[src/rtl/assert_macros.svh]
// Assertion macros for the classifier top level; every check is clocked on clk_i and off in reset.
`ifndef ASSERT_MACROS_SVH
`define ASSERT_MACROS_SVH

// Implication check, disabled while rst_ni is low.
`define IPAC_ASSERT(lbl, prop, msg) \
  lbl: assert property (@(posedge clk_i) disable iff (!rst_ni) (prop)) else $error(msg);

// Check that a strobe follows its cause.
`define IPAC_ASSERT_FOLLOWS(lbl, cause, effect, msg) \
  lbl: assert property (@(posedge clk_i) disable iff (!rst_ni) \
    (cause) |=> ##1 (effect)) else $error(msg);

`endif

[src/rtl/ipac_pkg.sv]
// Package for the IP address classifier: result type, scope codes and range constants.
`timescale 1ns / 1ps
`default_nettype none

package ipac_pkg;

  localparam int unsigned AddrHalfW = 64;
  localparam int unsigned V4W       = 32;
  localparam int unsigned ScopeW    = 3;

  // IPv6 multicast scope codes on the result.
  localparam logic [ScopeW-1:0] SCOPE_NONE      = 3'd0;
  localparam logic [ScopeW-1:0] SCOPE_INTERFACE = 3'd1;
  localparam logic [ScopeW-1:0] SCOPE_LINK      = 3'd2;
  localparam logic [ScopeW-1:0] SCOPE_REALM     = 3'd3;
  localparam logic [ScopeW-1:0] SCOPE_ADMIN     = 3'd4;
  localparam logic [ScopeW-1:0] SCOPE_SITE      = 3'd5;
  localparam logic [ScopeW-1:0] SCOPE_ORG       = 3'd6;
  localparam logic [ScopeW-1:0] SCOPE_GLOBAL    = 3'd7;

  // Scope nibble values in the first IPv6 group.
  localparam logic [3:0] NIB_INTERFACE = 4'h1;
  localparam logic [3:0] NIB_LINK      = 4'h2;
  localparam logic [3:0] NIB_REALM     = 4'h3;
  localparam logic [3:0] NIB_ADMIN     = 4'h4;
  localparam logic [3:0] NIB_SITE      = 4'h5;
  localparam logic [3:0] NIB_ORG       = 4'h8;
  localparam logic [3:0] NIB_GLOBAL    = 4'he;

  localparam logic [15:0] V6_ULA_MASK   = 16'hfe00;
  localparam logic [15:0] V6_ULA_VAL    = 16'hfc00;
  localparam logic [15:0] V6_LL_MASK    = 16'hffc0;
  localparam logic [15:0] V6_LL_VAL     = 16'hfe80;
  localparam logic [15:0] V6_MC_MASK    = 16'hff00;
  localparam logic [15:0] V6_IETF_GRP   = 16'h2001;
  localparam logic [15:0] V6_DOC_GRP    = 16'h0db8;
  localparam logic [15:0] V6_XLAT_GRP0  = 16'h0064;
  localparam logic [15:0] V6_XLAT_GRP1  = 16'hff9b;
  localparam logic [15:0] V6_DISC_GRP   = 16'h0100;
  localparam logic [15:0] V6_AS112_GRP  = 16'h0112;
  localparam logic [15:0] V6_MAPPED_TAG = 16'hffff;
  localparam logic [63:0] V6_ANYCAST_HI = 64'h2001_0001_0000_0000;

  typedef struct packed {
    logic              unspecified;
    logic              loopback;
    logic              private_range;
    logic              link_local;
    logic              multicast;
    logic              documentation;
    logic              benchmarking;
    logic              global_res;
    logic              unicast_global;
    logic [ScopeW-1:0] scope_code;
    logic              mapped_valid;
    logic [V4W-1:0]    mapped_ipv4;
  } result_t;

endpackage

`default_nettype wire

[src/rtl/ip_address_classifier_top.sv]
// Top level of the IP address classifier: input register, classifier and result register.
// Path: a beat taken at a clock edge passes the input register and then the result
//   register; result_valid_o is high while the result register holds its result.
// Throughput: one address per cycle; busy stays low, and the result register is
//   the only stage the classification logic feeds.
// Reset: rst_ni clears both valid flags at once; no result beat leaves during reset.
`timescale 1ns / 1ps
`default_nettype none
`include "assert_macros.svh"

module ip_address_classifier_top (
  input  wire logic                           clk_i,
  input  wire logic                           rst_ni,
  input  wire logic                           start,
  output logic                                busy,
  input  wire logic                           is_v6_i,
  input  wire logic [ipac_pkg::AddrHalfW-1:0] addr_high_i,
  input  wire logic [ipac_pkg::AddrHalfW-1:0] addr_low_i,
  output logic                                result_valid_o,
  output logic                                unspecified_o,
  output logic                                loopback_o,
  output logic                                private_range_o,
  output logic                                link_local_o,
  output logic                                multicast_o,
  output logic                                documentation_o,
  output logic                                benchmarking_o,
  output logic                                global_res_o,
  output logic                                unicast_global_o,
  output logic [ipac_pkg::ScopeW-1:0]         scope_code_o,
  output logic                                mapped_valid_o,
  output logic [ipac_pkg::V4W-1:0]            mapped_ipv4_o
);

  logic                           accept;
  logic                           in_vld_q;
  logic                           is_v6_q;
  logic [ipac_pkg::AddrHalfW-1:0] addr_high_q;
  logic [ipac_pkg::AddrHalfW-1:0] addr_low_q;
  ipac_pkg::result_t              res_d;
  ipac_pkg::result_t              res_q;
  logic                           out_vld_q;

  // Both stages advance every cycle, so the block never has to hold a beat off.
  assign busy   = 1'b0;
  assign accept = start && !busy;

  always_ff @(posedge clk_i or negedge rst_ni) begin
    if (!rst_ni) begin
      in_vld_q  <= 1'b0;
      out_vld_q <= 1'b0;
    end else begin
      in_vld_q  <= accept;
      out_vld_q <= in_vld_q;
    end
  end

  always_ff @(posedge clk_i) begin
    if (accept) begin
      is_v6_q     <= is_v6_i;
      addr_high_q <= addr_high_i;
      addr_low_q  <= addr_low_i;
    end
    if (in_vld_q) begin
      res_q <= res_d;
    end
  end

  ipac_classify u_classify (
    .is_v6_i     (is_v6_q),
    .addr_high_i (addr_high_q),
    .addr_low_i  (addr_low_q),
    .res_o       (res_d)
  );

  assign result_valid_o   = out_vld_q;
  assign unspecified_o    = res_q.unspecified;
  assign loopback_o       = res_q.loopback;
  assign private_range_o  = res_q.private_range;
  assign link_local_o     = res_q.link_local;
  assign multicast_o      = res_q.multicast;
  assign documentation_o  = res_q.documentation;
  assign benchmarking_o   = res_q.benchmarking;
  assign global_res_o     = res_q.global_res;
  assign unicast_global_o = res_q.unicast_global;
  assign scope_code_o     = res_q.scope_code;
  assign mapped_valid_o   = res_q.mapped_valid;
  assign mapped_ipv4_o    = res_q.mapped_ipv4;

  `IPAC_ASSERT_FOLLOWS(a_beat_to_result, accept, result_valid_o,
                       "accepted beat gave no result")
  `IPAC_ASSERT(a_result_has_cause, result_valid_o |-> $past(accept, 2),
               "result without a beat")
  `IPAC_ASSERT(a_mapped_zero,
               (result_valid_o && !mapped_valid_o) |-> (mapped_ipv4_o == '0),
               "mapped_ipv4 set while not mapped")
  `IPAC_ASSERT(a_scope_needs_mc,
               (result_valid_o && scope_code_o != ipac_pkg::SCOPE_NONE) |-> multicast_o,
               "scope on a non-multicast address")

endmodule

`default_nettype wire

[src/rtl/ipac_classify.sv]
// Combinational IPv4 / IPv6 special-address classification of one registered address.
`timescale 1ns / 1ps
`default_nettype none

module ipac_classify (
  input  wire logic                          is_v6_i,
  input  wire logic [ipac_pkg::AddrHalfW-1:0] addr_high_i,
  input  wire logic [ipac_pkg::AddrHalfW-1:0] addr_low_i,
  output ipac_pkg::result_t                  res_o
);

  logic [7:0]  o0, o1, o2;
  logic        v4_priv, v4_loop, v4_ll, v4_mc, v4_doc, v4_my;
  logic        v4_shared, v4_bcast, v4_resv, v4_ietf, v4_glob;

  logic [15:0] s0, s1, s2, s3;
  logic        v6_unspec, v6_loop, v6_ula, v6_ll, v6_mc, v6_doc, v6_my;
  logic        v6_mapped, v6_xlat, v6_discard, v6_anycast, v6_ietf_ok, v6_ietf;
  logic        v6_glob;
  logic [ipac_pkg::ScopeW-1:0] v6_scope;

  // IPv4 checks on addr_low[31:0].
  assign o0 = addr_low_i[31:24];
  assign o1 = addr_low_i[23:16];
  assign o2 = addr_low_i[15:8];

  assign v4_priv   = (o0 == 8'd10) || (o0 == 8'd172 && o1[7:4] == 4'h1)
                   || (o0 == 8'd192 && o1 == 8'd168);
  assign v4_loop   = (o0 == 8'd127);
  assign v4_ll     = (o0 == 8'd169 && o1 == 8'd254);
  assign v4_mc     = (o0[7:4] == 4'he);
  assign v4_doc    = (o0 == 8'd192 && o1 == 8'd0 && o2 == 8'd2)
                   || (o0 == 8'd198 && o1 == 8'd51 && o2 == 8'd100)
                   || (o0 == 8'd203 && o1 == 8'd0 && o2 == 8'd113);
  assign v4_my  = (o0 == 8'd198 && o1[7:1] == 7'd9);
  assign v4_shared = (o0 == 8'd100 && o1[7:6] == 2'b01);
  assign v4_bcast  = (addr_low_i[31:0] == 32'hffff_ffff);
  assign v4_resv   = (o0[7:4] == 4'hf) && !v4_bcast;
  assign v4_ietf   = (o0 == 8'd192 && o1 == 8'd0 && o2 == 8'd0);
  assign v4_glob   = !((o0 == 8'd0) || v4_priv || v4_shared || v4_loop || v4_ll
                   || v4_ietf || v4_doc || v4_my || v4_resv || v4_bcast);

  // IPv6 checks on the 16-bit groups, first group in the top bits.
  assign s0 = addr_high_i[63:48];
  assign s1 = addr_high_i[47:32];
  assign s2 = addr_high_i[31:16];
  assign s3 = addr_high_i[15:0];

  assign v6_unspec  = (addr_high_i == '0) && (addr_low_i == '0);
  assign v6_loop    = (addr_high_i == '0) && (addr_low_i == 64'd1);
  assign v6_ula     = ((s0 & ipac_pkg::V6_ULA_MASK) == ipac_pkg::V6_ULA_VAL);
  assign v6_ll      = ((s0 & ipac_pkg::V6_LL_MASK) == ipac_pkg::V6_LL_VAL);
  assign v6_mc      = ((s0 & ipac_pkg::V6_MC_MASK) == ipac_pkg::V6_MC_MASK);
  assign v6_doc     = (s0 == ipac_pkg::V6_IETF_GRP) && (s1 == ipac_pkg::V6_DOC_GRP);
  assign v6_my   = (s0 == ipac_pkg::V6_IETF_GRP) && (s1 == 16'h0002) && (s2 == 16'h0000);
  assign v6_mapped  = (addr_high_i == '0) && (addr_low_i[63:32] == 32'h0000_ffff);
  assign v6_xlat    = (s0 == ipac_pkg::V6_XLAT_GRP0) && (s1 == ipac_pkg::V6_XLAT_GRP1)
                    && (s2 == 16'h0001);
  assign v6_discard = (s0 == ipac_pkg::V6_DISC_GRP) && (s1 == 16'h0000)
                    && (s2 == 16'h0000) && (s3 == 16'h0000);
  assign v6_anycast = (addr_high_i == ipac_pkg::V6_ANYCAST_HI)
                    && ((addr_low_i == 64'd1) || (addr_low_i == 64'd2));
  assign v6_ietf_ok = v6_anycast
                    || (s0 == ipac_pkg::V6_IETF_GRP && s1 == 16'h0003)
                    || (s0 == ipac_pkg::V6_IETF_GRP && s1 == 16'h0004
                        && s2 == ipac_pkg::V6_AS112_GRP)
                    || (s0 == ipac_pkg::V6_IETF_GRP && s1[15:4] == 12'h002);
  // 2001::/23 means the second group is below 0x200.
  assign v6_ietf    = (s0 == ipac_pkg::V6_IETF_GRP) && (s1[15:9] == 7'd0) && !v6_ietf_ok;
  assign v6_glob    = !(v6_unspec || v6_loop || v6_mapped || v6_xlat || v6_discard
                    || v6_ietf || v6_doc || v6_ula || v6_ll);

  always_comb begin
    v6_scope = ipac_pkg::SCOPE_NONE;
    if (v6_mc) begin
      case (s0[3:0])
        ipac_pkg::NIB_INTERFACE: v6_scope = ipac_pkg::SCOPE_INTERFACE;
        ipac_pkg::NIB_LINK:      v6_scope = ipac_pkg::SCOPE_LINK;
        ipac_pkg::NIB_REALM:     v6_scope = ipac_pkg::SCOPE_REALM;
        ipac_pkg::NIB_ADMIN:     v6_scope = ipac_pkg::SCOPE_ADMIN;
        ipac_pkg::NIB_SITE:      v6_scope = ipac_pkg::SCOPE_SITE;
        ipac_pkg::NIB_ORG:       v6_scope = ipac_pkg::SCOPE_ORG;
        ipac_pkg::NIB_GLOBAL:    v6_scope = ipac_pkg::SCOPE_GLOBAL;
        default:                 v6_scope = ipac_pkg::SCOPE_NONE;
      endcase
    end
  end

  always_comb begin
    res_o = '0;
    if (is_v6_i) begin
      res_o.unspecified    = v6_unspec;
      res_o.loopback       = v6_loop;
      res_o.private_range  = v6_ula;
      res_o.link_local     = v6_ll;
      res_o.multicast      = v6_mc;
      res_o.documentation  = v6_doc;
      res_o.benchmarking   = v6_my;
      res_o.global_res     = v6_glob;
      res_o.unicast_global = !v6_mc && !v6_loop && !v6_ll && !v6_ula && !v6_unspec
                             && !v6_doc && !v6_my;
      res_o.scope_code     = v6_scope;
      res_o.mapped_valid   = v6_mapped;
      res_o.mapped_ipv4    = v6_mapped ? addr_low_i[31:0] : '0;
    end else begin
      res_o.unspecified    = (addr_low_i[31:0] == '0);
      res_o.loopback       = v4_loop;
      res_o.private_range  = v4_priv;
      res_o.link_local     = v4_ll;
      res_o.multicast      = v4_mc;
      res_o.documentation  = v4_doc;
      res_o.benchmarking   = v4_my;
      res_o.global_res     = v4_glob;
    end
  end

endmodule

`default_nettype wire
[config.mk]
export PLATFORM = sky130hd
export DESIGN_NAME = ip_address_classifier_top
export DESIGN_NICKNAME = d
export VERILOG_FILES = /design/src/rtl/ipac_pkg.sv /design/src/rtl/ip_address_classifier_top.sv /design/src/rtl/ipac_classify.sv
export VERILOG_INCLUDE_DIRS = /design/src /design/src/rtl
export SDC_FILE = /design/constraint.sdc
export NUM_CORES = 1
export LEC_CHECK = 0
export BUFFER_PORTS_ARGS = -buffer_cell sky130_fd_sc_hd__buf_2
export CAP_MARGIN = 15
export CORE_MARGIN = 5
export CORE_UTILIZATION = 45
export DETAILED_ROUTE_END_ITERATION = 7
export PLACE_DENSITY_LB_ADDON = 0.3
export SYNTH_ARGS = -nofsm -noshare
export SYNTH_HDL_FRONTEND = slang
export SYNTH_HIERARCHICAL = 1
export SYNTH_SLANG_ARGS = --single-unit
[constraint.sdc]
create_clock -name clk_i -period 2.16 [get_ports clk_i]
set_clock_uncertainty 0.1 [all_clocks]
set_input_delay 0.432 -clock clk_i [delete_from_list [all_inputs] [get_ports clk_i]]
set_output_delay 0.432 -clock clk_i [all_outputs]
set_load 0.02 [all_outputs]
==> results.cfg <==
[pwr]
p_per_area_nw_per_um2 = 882
leakage_nw = 3.31
ir_drop_mv = 0.591
total_power_mw = 7.77

[critical_path]
crit_type = reg2reg
crit_chain = nor4_1, nand4_1, buf_4, nor4_4, nand2_2, nor2_4, clkbuf_16, and2_1
worstPathRequired_ps = 2360
critical_path_arrival_ps = 2440
crit_path_start_kind = flip-flop
cp-end-kind = flip-flop
slowest_delay_ps = 380
critPathMaxFanout = 16
cp_slowest_cell = edfxtp_1

[drt]
wirelength_um = 14900
first_iter_violations = 370
drt_drc_violations_left = 0
via_per_inst = 5.31
drt-pass1-iter-count = 5
num_vias = 4313
wl_per_cell_um = 18.4
final_antenna_net_count = 0

[timing]
setup_viol = 32
rsz0062_at_grt = true
min_period_ps = 2230
maxSlewViolCount = 0
layout_setup_ws_ps = -72.8
holdWs_ps = 66.5
hold_viol_final = 0
finalCritPeriodShare = 1.03
max_freq_mhz = 448
slew_headroom = 0.620
fin_tns_setup_ps = -1390
worstMarginPinSlew_ps = 570

[worst_hold_path]
hp-class = in2reg

[synthesis]
muxShareOfSynthArea = 0
synth-seq-cells = 176
synth_compound_area_frac = 0.0278
synth-main-ff-cell = edfxtp_1
ys_warn_count = 6
syn_inst = 383
synth_top_family_by_area = simple AND/OR/NAND/NOR gates
ys_types = 55
synthAdderAreaFrac = 0
synthArstFlopShare = 0.0114
synthXorXnorAreaFrac = 0.00265
synth_enable_flop_cells = 174
avgSynthCellArea_um2 = 17.3
seq_area_frac_synth = 0.798
synth.cell_area_um2 = 6610
synth_fp_nets = 515
yosys.area_share.simple = 0.162

[placement]
dp.cells = 766
dp_hpwl_um = 10500
pre_cts_slack_ps = -103
dpl_cell_area_um2 = 7930
gp_congestion = 0.825
io_buffers = 177

[layout]
layout-area-overhead-vs-synth_pct = 33.2
final_cells = 812
seq_area_um2 = 5280
drive_gt1_frac = 0.450
nFillCells = 1072
nets = 746
final_core_util = 0.608
multiInputGateArea_um2 = 1430
design_area_um2 = 8810

[clock_network]
clk_latency_ps = 440
cts.sinks = 176
cts-root-buf = clkbuf_16
htreeDepth = 4
clkTransAtPathRegs_ps = 70
tritoncts = done
cts_buffers = 17
clock_path_buffers = 2

[grt]
grt_max_degree = 94
antenna_found_initial = 0
overflow = 0
grt_pass1_wl_um = 22900
grt_pass1_vias = 4548
track_usage = 0.170

[die]
core_area_um2 = 14500
core.rowCount = 44
die-width_um = 131
chipHeight_um = 131
pin_count = 179
start_util = 0.457
die_area_um2 = 17200

[job]
maxCapViolCount = 0

[status]
status = finished, violations left
violations = setup timing
worst max-delay path: cells and delay by family (launching register included):
kind	cells	cell delay [ps]
buffers and inverters	2	360
AND/OR/NAND/NOR	6	1260
flip-flops	1	380
Yosys cell counts, types with 2 or more instances:
master,instances,share of area
and4b_1,2,0.0030
nand4bb_1,2,0.0034
nor2b_1,3,0.0028
o31ai_1,2,0.0023
nand3_1,6,0.0045
buf_6,3,0.0051
nor3_1,12,0.0091
inv_1,3,0.0017
nand2_1,17,0.0097
nor2_1,14,0.0079
or4_1,5,0.0057
a21oi_1,6,0.0045
a211oi_1,2,0.0023
nand2b_1,2,0.0019
nand4b_1,3,0.0040
and2_1,31,0.029
edfxtp_1,174,0.79
nor4_1,29,0.027
nand3b_1,4,0.0045
nor3b_1,3,0.0034
nand4_1,22,0.021
o21ai_1,2,0.0015
dfrtp_1,2,0.0076
a311oi_1,2,0.0027
o22ai_1,2,0.0019
repair_timing:
| action | 4_1_cts | 5_1_grt |
|---|---|---|
| gates resized for setup | 6 | 21 |
| hold buffers | 1 | 0 |
| setup endpoints to repair | 34 | 36 |
| pin swaps | 4 | 14 |
| hold endpoints to repair | 2 | 0 |
| setup buffers | 5 | 6 |
| gates cloned | 0 | 1 |
cell families (layout without fill, tap and decap cells):
group                  count (synthesis)  count (layout)
buffers and inverters                  8             252
flip-flops                           176             176
AO/OA/AOI/OAI                         26              26
AND/OR/NAND/NOR                      170             170
other                                  1               2
XOR/XNOR                               2               2
area by class of cell:
cell class,count,share of cell area
well taps,184,0.0261
repair buffers,217,0.142
multi-input cells,199,0.162
diodes,1,0.000284
clock inverters,14,0.0196
flip-flops and latches,176,0.599
inverters,3,0.00128
clock buffers,18,0.0487
sequential cells by signal (all words and copies together) (netlist names):
name,cells
documentation_o,1
in_vld_q,1
mapped_ipv4_o,32
addr_low_q,64
addr_high_q,64
unspecified_o,1
result_valid_o,1
mapped_valid_o,1
unicast_global_o,1
loopback_o,1
global_res_o,1
scope_code_o,3
link_local_o,1
is_v6_q,1
private_range_o,1
multicast_o,1
benchmarking_o,1
power breakdown:
part           internal [mW]  switching, mW
sequential              4.03          0.149
combinational          0.225          0.268
clock                   1.75           1.36
total                   6.00           1.77
layout by cell type, fill, tap and decap left out, types with 2 or more instances in the layout:
master | Yosys | layout
buf_2 | 0 | 176
or4_4 | 1 | 3
nor4_4 | 1 | 4
nand3_2 | 1 | 3
nand2_1 | 17 | 17
clkbuf_16 | 0 | 18
buf_6 | 3 | 2
and2_1 | 31 | 29
clkinv_4 | 0 | 2
and4b_1 | 2 | 2
inv_1 | 3 | 3
nor2b_1 | 3 | 2
nor3b_1 | 3 | 3
nor2_1 | 14 | 14
buf_12 | 0 | 3
and2_4 | 0 | 2
nand3b_1 | 4 | 4
nand4_1 | 22 | 22
or4_1 | 5 | 3
a21oi_1 | 6 | 6
o31ai_1 | 2 | 2
nand2b_4 | 1 | 2
a311oi_1 | 2 | 2
edfxtp_1 | 174 | 174
nor4_2 | 1 | 5
nand4b_1 | 3 | 3
o22ai_1 | 2 | 2
nor4_1 | 29 | 22
buf_4 | 1 | 34
bufinv_16 | 0 | 2
nor3_1 | 12 | 12
inv_6 | 0 | 5
nand3_1 | 6 | 4
inv_8 | 0 | 2
metal layers:
layer  global-route usage  up-vias  share of wire
met5                    0        -              0
met2                0.282      194           0.50
met1                0.203     2071           0.39
met3               0.0642       32          0.090
li1                     -     2016              -
met4               0.0635        0          0.020
path summary, 6_finish.rpt:
| check | from | to | slack, ps | cells past startpoint |
|---|---|---|---|---|
| worst min register to register | addr_low_q[5] | mapped_ipv4_o[5] | 460 | 1 |
| worst max-delay path | addr_high_q[0] | mapped_ipv4_o[27] | -70 | 8 |
| worst min-delay path | addr_low_i[44] | addr_low_q[44] | 70 | 1 |
| worst max register to register | addr_high_q[0] | mapped_ipv4_o[27] | -70 | 8 |
| min in group asynchronous | rst_ni | in_vld_q | 210 | 2 |
| max in group asynchronous | rst_ni | in_vld_q | 1640 | 2 |
No activity file was read; power rests on OpenSTA's default activity.
